--- src/sv/urb_ram.sv ---
`timescale 1ns / 1ps
`default_nettype none
// ----------------------------------------------------------------------------
// urb_ram
// Generic simple dual-port RAM, one write and one registered read port.
// ----------------------------------------------------------------------------
module urb_ram #(
	parameter int WIDTH = 8,
	parameter int DEPTH = 128
) (
	input  wire logic                     clk,
	input  wire logic                     wr_en,
	input  wire logic [$clog2(DEPTH)-1:0] wr_addr,
	input  wire logic [WIDTH-1:0]         wr_data,
	input  wire logic [$clog2(DEPTH)-1:0] rd_addr,
	output logic      [WIDTH-1:0]         rd_data
);

	logic [WIDTH-1:0] mem [DEPTH];

	always_ff @(posedge clk) begin
		if (wr_en) begin
			mem[wr_addr] <= wr_data;
		end
		rd_data <= mem[rd_addr];
	end

endmodule

`default_nettype wire
--- config.mk ---
export PLATFORM = sky130hd
export DESIGN_NAME = urb_ram
export DESIGN_NICKNAME = d
export VERILOG_FILES = /design/src/sv/urb_ram.sv
export SDC_FILE = /design/constraint.sdc
export NUM_CORES = 1
export LEC_CHECK = 0
export ABC_AREA = 1
export BUFFER_PORTS_ARGS = -buffer_cell sky130_fd_sc_hd__buf_2
export CORE_MARGIN = 4
export CORE_UTILIZATION = 59
export CTS_CLUSTER_SIZE = 8
export DETAILED_ROUTE_END_ITERATION = 16
export PLACE_DENSITY = 0.75
export SLEW_MARGIN = 25
export SYNTH_ARGS = -nofsm -noshare
export SYNTH_HDL_FRONTEND = slang
export SYNTH_SLANG_ARGS = --single-unit
--- constraint.sdc ---
create_clock -name clk -period 4.3 [get_ports clk]
set_input_delay 0.215 -clock clk [delete_from_list [all_inputs] [get_ports clk]]
set_output_delay 0.215 -clock clk [all_outputs]
set_load 0.01 [all_outputs]
==> flow_metrics.tcl <==
set metrics [dict create \
    run_status "finished clean" \
    slew_headroom_pct 33.2 \
    synth-seq-cells 1032 \
    grt_start_max_net_pins 199 \
    reg2reg_depth 10 \
    nNetsFinal 3590 \
    clkLatencyLatePin_ns 0.73 \
    detailroute.via_count 27800 \
    cts.clk_slew.worst_paths_ns 0.05 \
    postRouteAntennaNets 0 \
    critical_path.cell_chain "buf_4 > inv_4 > buf_4 > nand3_1 > nand3_1 > nand2_1 > nand2_1 > nand3_1 > nand2_1 > nand2_1 > nand2_1" \
    hpwl_mm 57.7 \
    cts_tree "yes" \
    ratio_of_cells_with_drive_above_1_in_the_final_layout_pct 6.54 \
    max_cap_violations 0 \
    critical-path-top-delay-family "buffers and inverters" \
    setup-tns-final_ns 0 \
    netlist_instances 3575 \
    antenna_found_initial 1 \
    floorplan.die.width_um 275 \
    clock-root-buffer "sky130_fd_sc_hd__clkbuf_16" \
    endpoint_kind "flip-flop" \
    placement.cell_area_sq_um 42600 \
    hold-path-cell-count 1 \
    critPathKind "input pin to flip-flop" \
    cts_buffers 147 \
    layout-area-overhead-vs-synth_pct 10.6 \
    grt_setup_unrepaired "no" \
    critical_path_buf_inv_count 3 \
    synth_warnings 0 \
    gpl.final_weighted_congestion 0.887 \
    fin_crit_sh_pct 59.8 \
    post_synth_main_area_contributors "sky130_fd_sc_hd__edfxtp_1 (73%), sky130_fd_sc_hd__nand3_1 (11%), sky130_fd_sc_hd__nand2_1 (11%), sky130_fd_sc_hd__buf_2 (1.4%), sky130_fd_sc_hd__nor2_1 (1.2%)" \
    worstSetupStartpointType "input pin" \
    report.final.setup_viol 0 \
    regToRegEndpoint "rd_data[1]" \
    timing.reg2reg.setup_slack_ns 2.54 \
    max_freq_ghz 0.389 \
    synth_area_per_cell_sq_um 11.8 \
    seq_area_sq_um 30900 \
    synth_top_cell_area_share_pct 73.0 \
    arrival_ns 3.23 \
    worst_pin_slew_ns 1.00 \
    hold_path_end "mem[27][0]" \
    drv_slew 0 \
    totalWireLength_mm 107 \
    cp_max_fo 65 \
    cellPowerDensity_nw_per_um2 484 \
    fin_skew_ns 0.0253 \
    average_wire_per_standard_cell_um 23.4 \
    drt-initial-drc-count 3782 \
    drt_pre_antenna_iters 5 \
    grt_first_pass_wirelength_mm 161 \
    cp_slowest_cell "sky130_fd_sc_hd__buf_4" \
    fill_cells 4961 \
    grt_overflow 0 \
    synth.lib_cells_used.distinct 14 \
    timing.hold.worst.class "input pin to flip-flop" \
    cell_repeated_most_along_the_worst_path "sky130_fd_sc_hd__nand2_1" \
    tmin_final_ns 2.57 \
    sink_count_of_the_clock_tree 1032 \
    final_area_sq_um 46600 \
    final_core_util_pct 66.2 \
    worstPathRequired_ns 4.96 \
    via_per_inst 6.10 \
    track_usage_pct 28.4 \
    via_count_of_the_first_global_routing_pass 26500 \
    r2r_path_start "mem[7][1]" \
    synth.net_count 3599 \
    initial_util_pct 59.8 \
    design.portCount 32 \
    std_cell_rows 97 \
    vdd.ir_drop.worst_mv 0.332 \
    hold_viol_final 0 \
    syn-cell-area_sq_um 42100 \
    port_buffers 31 \
    post-route-drc-count 0 \
    dieHeight_um 275 \
    clock_tree_buf_depth 3 \
    static-leakage-power_nw 16.5 \
    core_area_sq_um 70400 \
    cts_max_level 4 \
    multiInputGateArea_sq_um 9760 \
    die_area_sq_um 75700 \
    delay_of_the_slowest_critical_path_stage_ns 0.79 \
    largest_area_contributor_in_the_synthesized_netlist "sky130_fd_sc_hd__edfxtp_1" \
    seq_area_frac_synth_pct 73.4 \
    min-delay-start "wr_data[0]" \
]
-- where the power goes --
part           switching [W]  leakage [nW]  internal [W]
Clock                0.00397          1.93       0.00616
Sequential         0.0000285          9.27        0.0111
Combinational       0.000971          5.28      0.000292
Total                0.00497          16.5        0.0176
-- what timing repair did --
item                       4_1_cts  5_1_grt
hold buffers                     3        0
setup endpoints to repair        0        0
hold endpoints to repair        46        0
buffers inserted                 0        0
resized for setup                0        0
-- routing by layer --
metal	GRT usage [%]	vias to the layer above	wire (um)
met5	0	-	0
met4	11.6	0	4160
met3	6.86	270	12200
met2	44.0	1755	49900
met1	39.4	13200	40400
li1	-	12500	-
-- flip-flops by register name, indices dropped and copies added, names as in the netlist --
name	count
rd_data	8
mem	1024
-- per-stage QoR --
step	std cells	setup WS (ns)	power [W]	hold slack [ns]
finish	4551	1.73	0.0225	0.0758
global route	4550	1.70	0.0232	0.0583
CTS	4549	1.89	0.0226	0.0354
detailed placement	4354	1.14	0.0126	0.620
global placement	4354	1.19	0.0126	0.624
floorplan	3575	2.73	0.0121	0.314
-- worst max-delay path by stage --
stage,slack (ns),from,end,depth (start not counted)
final,1.73,rd_addr[2],rd_data[1],11
after floorplan,2.73,wr_en,mem[105][0],4
after CTS,1.89,rd_addr[2],rd_data[1],11
after global placement,1.19,rd_addr[2],rd_data[1],11
after global routing,1.70,rd_addr[2],rd_data[3],11
after detailed placement,1.14,rd_addr[2],rd_data[3],11
-- cell usage in the layout (no fill, tap or decap), drive strengths merged --
cell type	count
buf	69
inv	35
clkbuf	180
clkinv	2
edfxtp	1024
nor3	8
nand2	1215
nor2	134
diode	2
dlygate4sd3	3
dfxtp	8
nand3	931
-- Yosys cell counts --
library cell               number
sky130_fd_sc_hd__buf_1         14
sky130_fd_sc_hd__buf_2        121
sky130_fd_sc_hd__buf_4         40
sky130_fd_sc_hd__buf_6         22
sky130_fd_sc_hd__clkbuf_1      34
sky130_fd_sc_hd__dfxtp_1        8
sky130_fd_sc_hd__edfxtp_1    1024
sky130_fd_sc_hd__inv_1         21
sky130_fd_sc_hd__inv_2          2
sky130_fd_sc_hd__inv_8          1
sky130_fd_sc_hd__nand2_1     1215
sky130_fd_sc_hd__nand3_1      931
sky130_fd_sc_hd__nor2_1       134
sky130_fd_sc_hd__nor3_1         8
-- kinds of logic after synthesis --
kind of cell           count (synthesis)  share of synthesized area, %
buffers and inverters                255                          3.40
AND/OR/NAND/NOR                     2288                          23.2
flip-flops                          1032                          73.4
-- area by class of cell --
type	count	area share (%)
Antenna cell	2	0.0107
Clock buffer	179	8.20
Clock inverter	13	0.309
Inverter	24	0.250
Multi-Input combinational cell	2288	21.0
Sequential cell	1032	66.4
Tap cell	940	2.53
Timing Repair Buffer	73	1.36
No activity file was read; power rests on OpenSTA's default activity.
